### src/rtl/tohlc_pkg.sv
// ----------------------------------------------------------------------------
// tohlc_pkg: shared types and constants of the tick to ohlc bar aggregator
// widths of time, price and volume, register indexes, price source codes and
// the request / response bundles of the remainder unit
// ----------------------------------------------------------------------------
package tohlc_pkg;

  localparam int unsigned TimeW   = 48;
  localparam int unsigned PriceW  = 32;
  localparam int unsigned TickVolW = 32;
  localparam int unsigned BarVolW = 48;
  localparam int unsigned PeriodW = 32;
  localparam int unsigned SrcW    = 2;
  localparam int unsigned CfgIdxW = 1;
  localparam int unsigned CfgDataW = 32;

  localparam logic [CfgIdxW-1:0] CfgBarPeriod   = 1'd0;
  localparam logic [CfgIdxW-1:0] CfgPriceSource = 1'd1;

  localparam logic [PeriodW-1:0] PeriodReset = 32'd60000;

  typedef enum logic [SrcW-1:0] {
    SRC_LAST = 2'd0,
    SRC_MID  = 2'd1,
    SRC_BID  = 2'd2,
    SRC_ASK  = 2'd3
  } src_e;

  typedef enum logic [2:0] {
    ST_IDLE,
    ST_CHECK,
    ST_DIV,
    ST_APPLY,
    ST_EMIT
  } state_e;

  typedef struct packed {
    logic               start;
    logic [TimeW-1:0]   dividend;
    logic [PeriodW-1:0] divisor;
  } rem_req_t;

  typedef struct packed {
    logic               done;
    logic [PeriodW-1:0] rem;
  } rem_rsp_t;

endpackage

### src/rtl/tohlc_rem.sv
// ----------------------------------------------------------------------------
// tohlc_rem: iterative remainder unit
// restoring division, one dividend bit per cycle, returns dividend % divisor
// ----------------------------------------------------------------------------
module tohlc_rem
  import tohlc_pkg::*;
(
  input  logic     clk_i,
  input  logic     rst_ni,
  input  rem_req_t req_i,
  output rem_rsp_t rsp_o
);

  localparam int unsigned CntW = $clog2(TimeW);

  logic               busy_q, busy_d;
  logic               done_q, done_d;
  logic [CntW-1:0]    cnt_q, cnt_d;
  logic [TimeW-1:0]   dvd_q, dvd_d;
  logic [PeriodW-1:0] rem_q, rem_d;
  logic [PeriodW-1:0] dsr_q, dsr_d;

  logic [PeriodW:0]   trial;
  logic [PeriodW+1:0] diff;

  assign trial = {rem_q, dvd_q[TimeW-1]};
  assign diff  = {1'b0, trial} - {2'b00, dsr_q};

  always_comb begin
    busy_d = busy_q;
    done_d = 1'b0;
    cnt_d  = cnt_q;
    dvd_d  = dvd_q;
    rem_d  = rem_q;
    dsr_d  = dsr_q;
    if (req_i.start) begin
      busy_d = 1'b1;
      cnt_d  = '0;
      dvd_d  = req_i.dividend;
      rem_d  = '0;
      dsr_d  = req_i.divisor;
    end else if (busy_q) begin
      dvd_d = {dvd_q[TimeW-2:0], 1'b0};
      // keep the difference when the trial value is not below the divisor
      rem_d = diff[PeriodW+1] ? trial[PeriodW-1:0] : diff[PeriodW-1:0];
      cnt_d = cnt_q + CntW'(1);
      if (cnt_q == CntW'(TimeW - 1)) begin
        busy_d = 1'b0;
        done_d = 1'b1;
      end
    end
  end

  always_ff @(posedge clk_i or negedge rst_ni) begin
    if (!rst_ni) begin
      busy_q <= 1'b0;
      done_q <= 1'b0;
      cnt_q  <= '0;
    end else begin
      busy_q <= busy_d;
      done_q <= done_d;
      cnt_q  <= cnt_d;
    end
  end

  always_ff @(posedge clk_i) begin
    dvd_q <= dvd_d;
    rem_q <= rem_d;
    dsr_q <= dsr_d;
  end

  assign rsp_o.done = done_q;
  assign rsp_o.rem  = rem_q;

endmodule

### src/rtl/tick_to_ohlc_bar_aggregator.sv
// ----------------------------------------------------------------------------
// tick_to_ohlc_bar_aggregator: folds market ticks into ohlc bars
// one result item per tick item, a snapshot of the current bar
// ----------------------------------------------------------------------------
// a dropped tick passes through the check and emit states, a tick inside
//   the open bar through check, apply and emit, a tick opening a bar also waits on the remainder unit
// one item at a time: the next item is taken once
//   the result is in the output register
// reset: asynchronous active low, no bar open, period 60000, source last
module tick_to_ohlc_bar_aggregator
  import tohlc_pkg::*;
(
  input  logic                clk_i,
  input  logic                rst_ni,
  input  logic                cfg_we_i,
  input  logic [CfgIdxW-1:0]  cfg_idx_i,
  input  logic [CfgDataW-1:0] cfg_wdata_i,
  input  logic                in_valid_i,
  output logic                in_ready_o,
  input  logic [TimeW-1:0]    tick_time_i,
  input  logic [PriceW-1:0]   last_price_i,
  input  logic [PriceW-1:0]   mid_price_i,
  input  logic [PriceW-1:0]   bid_price_i,
  input  logic [PriceW-1:0]   ask_price_i,
  input  logic [TickVolW-1:0] tick_volume_i,
  output logic                out_valid_o,
  input  logic                out_ready_i,
  output logic                accepted_o,
  output logic                new_bar_o,
  output logic                closed_previous_o,
  output logic [TimeW-1:0]    bar_start_o,
  output logic [PriceW-1:0]   open_price_o,
  output logic [PriceW-1:0]   high_price_o,
  output logic [PriceW-1:0]   low_price_o,
  output logic [PriceW-1:0]   close_price_o,
  output logic [BarVolW-1:0]  bar_volume_o
);

  state_e state_q, state_d;

  // configuration
  logic [PeriodW-1:0] period_q;
  src_e               src_q;

  // latched item
  logic [TimeW-1:0]    t_q;
  logic [PriceW-1:0]   price_q;
  logic [TickVolW-1:0] vol_q;
  logic                acc_q, acc_d;
  logic                open_q, open_d;
  logic                closed_q, closed_d;

  // bar state
  logic                active_q;
  logic [TimeW-1:0]    last_seen_q;
  logic [TimeW-1:0]    start_q;
  logic [PriceW-1:0]   o_q, h_q, l_q, c_q;
  logic [BarVolW-1:0]  bvol_q;

  // output register
  logic                out_valid_q, out_valid_d;

  logic                in_acc;
  logic                load_out;
  logic                apply;
  logic [PriceW-1:0]   price_sel;
  logic [PeriodW-1:0]  period_eff;
  logic [TimeW:0]      bar_end;
  logic                drop;
  logic                close_now;
  logic [BarVolW-1:0]  base_vol;
  logic [BarVolW:0]    vol_sum;
  logic [BarVolW-1:0]  vol_next;
  logic [PriceW-1:0]   base_h, base_l;

  rem_req_t rem_req;
  rem_rsp_t rem_rsp;

  tohlc_rem u_rem (
    .clk_i  (clk_i),
    .rst_ni (rst_ni),
    .req_i  (rem_req),
    .rsp_o  (rem_rsp)
  );

  assign in_ready_o = (state_q == ST_IDLE);
  assign in_acc     = in_valid_i && in_ready_o;

  always_comb begin
    unique case (src_q)
      SRC_LAST: price_sel = last_price_i;
      SRC_MID:  price_sel = mid_price_i;
      SRC_BID:  price_sel = bid_price_i;
      SRC_ASK:  price_sel = ask_price_i;
      default:  price_sel = last_price_i;
    endcase
  end

  // a zero period counts as one
  assign period_eff = (period_q == '0) ? PeriodW'(1) : period_q;
  assign bar_end    = {1'b0, start_q} + (TimeW + 1)'(period_eff);
  assign drop       = (t_q <= last_seen_q);
  assign close_now  = active_q && ({1'b0, t_q} >= bar_end);

  // saturating volume fold
  assign base_vol = open_q ? '0 : bvol_q;
  assign vol_sum  = {1'b0, base_vol} + (BarVolW + 1)'(vol_q);
  assign vol_next = vol_sum[BarVolW] ? '1 : vol_sum[BarVolW-1:0];
  assign base_h   = open_q ? price_q : h_q;
  assign base_l   = open_q ? price_q : l_q;

  always_comb begin
    state_d          = state_q;
    acc_d            = acc_q;
    open_d           = open_q;
    closed_d         = closed_q;
    rem_req.start    = 1'b0;
    rem_req.dividend = t_q;
    rem_req.divisor  = period_eff;
    apply            = 1'b0;
    load_out         = 1'b0;
    unique case (state_q)
      ST_IDLE: begin
        if (in_acc) begin
          state_d = ST_CHECK;
        end
      end
      ST_CHECK: begin
        acc_d    = !drop;
        closed_d = !drop && close_now;
        open_d   = !drop && (!active_q || close_now);
        if (drop) begin
          state_d = ST_EMIT;
        end else if (!active_q || close_now) begin
          rem_req.start = 1'b1;
          state_d       = ST_DIV;
        end else begin
          state_d = ST_APPLY;
        end
      end
      ST_DIV: begin
        if (rem_rsp.done) begin
          state_d = ST_APPLY;
        end
      end
      ST_APPLY: begin
        apply   = 1'b1;
        state_d = ST_EMIT;
      end
      ST_EMIT: begin
        if (!out_valid_q || out_ready_i) begin
          load_out = 1'b1;
          state_d  = ST_IDLE;
        end
      end
      default: state_d = ST_IDLE;
    endcase
  end

  always_comb begin
    out_valid_d = out_valid_q;
    if (load_out) begin
      out_valid_d = 1'b1;
    end else if (out_ready_i) begin
      out_valid_d = 1'b0;
    end
  end

  always_ff @(posedge clk_i or negedge rst_ni) begin
    if (!rst_ni) begin
      state_q     <= ST_IDLE;
      out_valid_q <= 1'b0;
      period_q    <= PeriodReset;
      src_q       <= SRC_LAST;
      acc_q       <= 1'b0;
      open_q      <= 1'b0;
      closed_q    <= 1'b0;
      active_q    <= 1'b0;
      last_seen_q <= '0;
      start_q     <= '0;
      o_q         <= '0;
      h_q         <= '0;
      l_q         <= '0;
      c_q         <= '0;
      bvol_q      <= '0;
    end else begin
      state_q     <= state_d;
      out_valid_q <= out_valid_d;
      acc_q       <= acc_d;
      open_q      <= open_d;
      closed_q    <= closed_d;
      if (cfg_we_i) begin
        unique case (cfg_idx_i)
          CfgBarPeriod:   period_q <= cfg_wdata_i[PeriodW-1:0];
          CfgPriceSource: src_q    <= src_e'(cfg_wdata_i[SrcW-1:0]);
          default: ;
        endcase
      end
      if (apply) begin
        active_q    <= 1'b1;
        last_seen_q <= t_q;
        if (open_q) begin
          // bar opens at the tick time rounded down to the period
          start_q <= t_q - TimeW'(rem_rsp.rem);
          o_q     <= price_q;
        end
        h_q    <= (price_q > base_h) ? price_q : base_h;
        l_q    <= (price_q < base_l) ? price_q : base_l;
        c_q    <= price_q;
        bvol_q <= vol_next;
      end
    end
  end

  always_ff @(posedge clk_i) begin
    if (in_acc) begin
      t_q     <= tick_time_i;
      price_q <= price_sel;
      vol_q   <= tick_volume_i;
    end
  end

  logic                acc_out_q, open_out_q, closed_out_q;
  logic [TimeW-1:0]    start_out_q;
  logic [PriceW-1:0]   o_out_q, h_out_q, l_out_q, c_out_q;
  logic [BarVolW-1:0]  vol_out_q;

  always_ff @(posedge clk_i) begin
    if (load_out) begin
      acc_out_q    <= acc_q;
      open_out_q   <= open_q;
      closed_out_q <= closed_q;
      start_out_q  <= start_q;
      o_out_q      <= o_q;
      h_out_q      <= h_q;
      l_out_q      <= l_q;
      c_out_q      <= c_q;
      vol_out_q    <= bvol_q;
    end
  end

  assign out_valid_o       = out_valid_q;
  assign accepted_o        = acc_out_q;
  assign new_bar_o         = open_out_q;
  assign closed_previous_o = closed_out_q;
  assign bar_start_o       = start_out_q;
  assign open_price_o      = o_out_q;
  assign high_price_o      = h_out_q;
  assign low_price_o       = l_out_q;
  assign close_price_o     = c_out_q;
  assign bar_volume_o      = vol_out_q;

endmodule

### config.mk
export PLATFORM = sky130hd
export DESIGN_NAME = tick_to_ohlc_bar_aggregator
export DESIGN_NICKNAME = d
export VERILOG_FILES = /design/src/rtl/tohlc_pkg.sv /design/src/rtl/tohlc_rem.sv /design/src/rtl/tick_to_ohlc_bar_aggregator.sv
export SDC_FILE = /design/constraint.sdc
export NUM_CORES = 2
export LEC_CHECK = 0
export ABC_AREA = 1
export BUFFER_PORTS_ARGS = -buffer_cell sky130_fd_sc_hd__buf_2
export CAP_MARGIN = 20
export CORE_MARGIN = 2
export CORE_UTILIZATION = 56
export CTS_BUF_LIST = sky130_fd_sc_hd__clkbuf_4 sky130_fd_sc_hd__clkbuf_8
export DETAILED_ROUTE_END_ITERATION = 10
export PLACE_DENSITY = 0.84
export SYNTH_ARGS = -nofsm -noshare
export SYNTH_HDL_FRONTEND = slang
export SYNTH_HIERARCHICAL = 1
export SYNTH_SLANG_ARGS = --single-unit
### constraint.sdc
create_clock -name clk_i -period 12.93 [get_ports clk_i]
set_input_delay 0.6465 -clock clk_i [delete_from_list [all_inputs] [get_ports clk_i]]
set_output_delay 0.6465 -clock clk_i [all_outputs]
set_load 0.005 [all_outputs]
==> impl_results.md <==
* H-Tree Depth at 4
* Core Region at 78,700 um2
* Top cell by count, worst path: nand2_1
* Compound-Gate Fraction of Synth Area at 0.0843
* Die height at 285 um
* Worst-Margin Slew at 1.09 ns
* EDFF count, synth at 419
* Global-route wire length before repair at 224,000 um
* Synth-to-Final Area Change at 14.9%
* I/O pins at 475
* Final worst-path cycle share at 0.553
* 1st-pass router iterations at 6
* IO Port Bufs at 474
* Adder-Cell Fraction of Synth Area at 0.0831
* CTS root buffer: clkbuf_8
* Met3 wire len at 13,800 um
* Hold Path Class: input pin to register
* Final Cell Area at 50,900 um2
* WP data arrival at 7.55 ns
* MaxCap Viol Count at 0
* Placed cell count at 6,772
* Final Net Count at 6,451
* Final Non-Filler Cells at 7,072
* DR vias/cell at 5.68
* Clk pin slew, worst setup/hold paths at 0.07 ns
* Grt ovf at 0
* Drt drc at 0
* Syn Std Cell Area at 44,300 um2
* Total power at 0.0131 W
* Initial antenna violation count at 5
* Final Max Slew Viols at 0
* Simple-gate portion of the synthesized area at 0.248
* Synth area leader: edfxtp_1
* Clk buf depth at 3
* Setup Skew at 0.0640 ns
* Leakage Power at 24.4 nW
* Startpoint types: register
* Final setup fails at 0
* Gpl congestion at 1.09
* Unrepaired setup endpoints after global routing: false
* Req. time, crit path at 13.33 ns
* Initial Util at 0.563
* Xor/xnor share of the synthesized area at 0.0213
* Post-Route WL at 150,000 um
* Total CTS buffers at 130
* Synth top area share at 0.284
* CTS tree: built
* CP Capture Type: register
* Pwr per Cell Area at 258 nW/um2
* Placed cell area at 47,600 um2
* Fmax at 140 MHz
* Crit path kind: register to register
* DP Wirelength at 111,000 um
* Dpl ws at 6.06 ns
* Yosys warning total at 6
* Multiplexer share of the synthesized area at 0.00787
* DRT antenna net count at 0
* DR vias at 40,191
* WL met1 at 56,800 um
* Biggest cell delay along the critical path at 0.61 ns
* Total GRT Usage at 0.361
* Total die area at 81,500 um2
* Post-CTS Setup Bufs at 0
* Die Wd at 285 um
* Yosys cell types at 59
* Top cells by area, synth: edfxtp_1, dfrtp_1, nand2_1, ha_1, inv_1
* Commonest non-fill, non-tap cell in the layout: nand2_1
* Async SR Flop Fraction at 0.417
* Endpoints failing hold at 0
* Worst relative slew slack at 0.272
* Critical path's slowest cell: buf_4
* Sequential fraction of the synthesis area at 0.480
* Rows at 103
* Clock Latency Late Sink at 0.82 ns
* Commonest cells after routing, fill and taps aside: nand2_1, inv_1, buf_2
* Largest net degree at the start of global routing at 173
* Status: complete, no violations
* Post-synthesis area per instance at 8.23 um2
* Setup TNS at 0 ns
* Flops & latches, synth at 773
* Max Fanout on Critical Path at 50
* Worst ir drop on vdd at 0.000134 V
* Top sig layer: met5
* Flop2flop setup slack at 5.78 ns
* Minimum clock period at 7.15 ns
* Cells after Synth at 5,387
* Clock Sinks at 773
* Wire length per cell at 21.2 um
* Setup WS post-layout at 5.78 ns
* Largest family of logic cells by synthesized area: simple AND/OR/NAND/NOR gates
* Met2 Wirelength at 70,200 um
* Starting DRT DRC Count at 4,428
* Fraction of layout cells with a size suffix above 1 at 0.142
* Top FF cell, synth: edfxtp_1
* Net Count, Synth at 5,925
* Vias in the first global route at 38,046
[cell usage after synthesis (all sizes together), types with 2 or more instances]
cell type / n
dfrtp: 315
a21boi: 5
o21bai: 18
edfxtp: 419
dfstp: 7
xor2: 68
dfxtp: 32
nor3b: 2
or2: 12
nor2: 486
clkinv: 3
nand3b: 21
nand4: 97
fa: 4
buf: 31
xnor2: 40
mux2: 31
a21oi: 300
o211ai: 4
o21a: 14
and3: 3
ha: 288
nor3: 52
o21ai: 332
nand3: 355
a21o: 16
a31oi: 12
and2: 4
nand2: 1567
inv: 688
clkbuf: 136
nor4: 19
[per-layer routing]
metal  track usage  up-vias
met2         0.590     2120
met4         0.188        8
met1         0.450    18876
li1              -    18737
met3        0.0837      450
met5             0        -
[cells by family (layout without fill, tap and decap cells)]
logic type                 count (synthesis)  count (layout)
AOI/OAI and AO/OA                        706             706
and+or+nand+nor                         2619            2619
DFF                                      773             773
muxes                                     31              31
xor gates and xnor gates                 108             108
adders and majority gates                292             292
buffers and inverters                    858            1492
other                                      0               1
[path summary, 6_finish.rpt]
path,endpoint,cells after the start,startpoint
setup / recovery,u_rem/dvd_q[42],32,period_q[24]
hold / removal,t_q[14],1,tick_time_i[14]
setup reg to reg,u_rem/dvd_q[42],32,period_q[24]
hold reg to reg,bar_volume_o[23],0,bvol_q[23]
max in group asynchronous,open_q,3,rst_ni
min in group asynchronous,o_q[24],2,rst_ni
[critical path, delay by kind of cell, from the launching register on]
| kind | cells | cell delay (ns) |
|---|---|---|
| DFF | 1 | 0.42 |
| xor gates and xnor gates | 1 | 0.16 |
| adders and majority gates | 3 | 0.92 |
| buffers and inverters | 4 | 1.82 |
| and+or+nand+nor | 23 | 3.06 |
| AOI/OAI and AO/OA | 1 | 0.25 |
[what timing repair did]
action                    in CTS  in global routing
gates resized for setup        0                  0
hold buffers                  57                  1
hold endpoints to repair     116                  1
[registers in the layout, summed over array words and instances, names as in the netlist, 2 cells and up]
signal	cells
l_q	32
period_q	32
high_price_o	32
u_rem/dvd_q	48
c_q	32
state_q	3
u_rem/rem_q	32
src_q	2
vol_q	32
u_rem/cnt_q	6
close_price_o	32
u_rem/dsr_q	32
bar_start_o	48
o_q	32
h_q	32
last_seen_q	48
bar_volume_o	48
low_price_o	32
start_q	48
t_q	48
bvol_q	48
price_q	32
open_price_o	32
[layout make-up]
cell class | instances | area (um2)
flip-flops and latches | 773 | 21300
clock buffers | 179 | 2280
repair buffers | 561 | 3210
diodes | 1 | 2.50
clock inverters | 61 | 465
multi-input cells | 3756 | 19800
inverters | 691 | 2600
fillers | 6582 | 27800
well taps | 1050 | 1310
[power by group]
group	leakage [nW]	internal (W)	switching (W)
Combinational	14.8	0.00212	0.00438
Sequential	8.23	0.00362	0.000690
Clock	1.44	0.00124	0.00107
[metrics by stage]
step / utilization / hold WS, ns
after floorplan: - / 0.351
after global placement: 0.604 / 0.430
after detailed placement: 0.604 / 0.430
after CTS: 0.646 / 0.000229
after global routing: 0.647 / 0.000677
final: 0.647 / 0.0397
No activity file was read; power rests on OpenSTA's default activity.
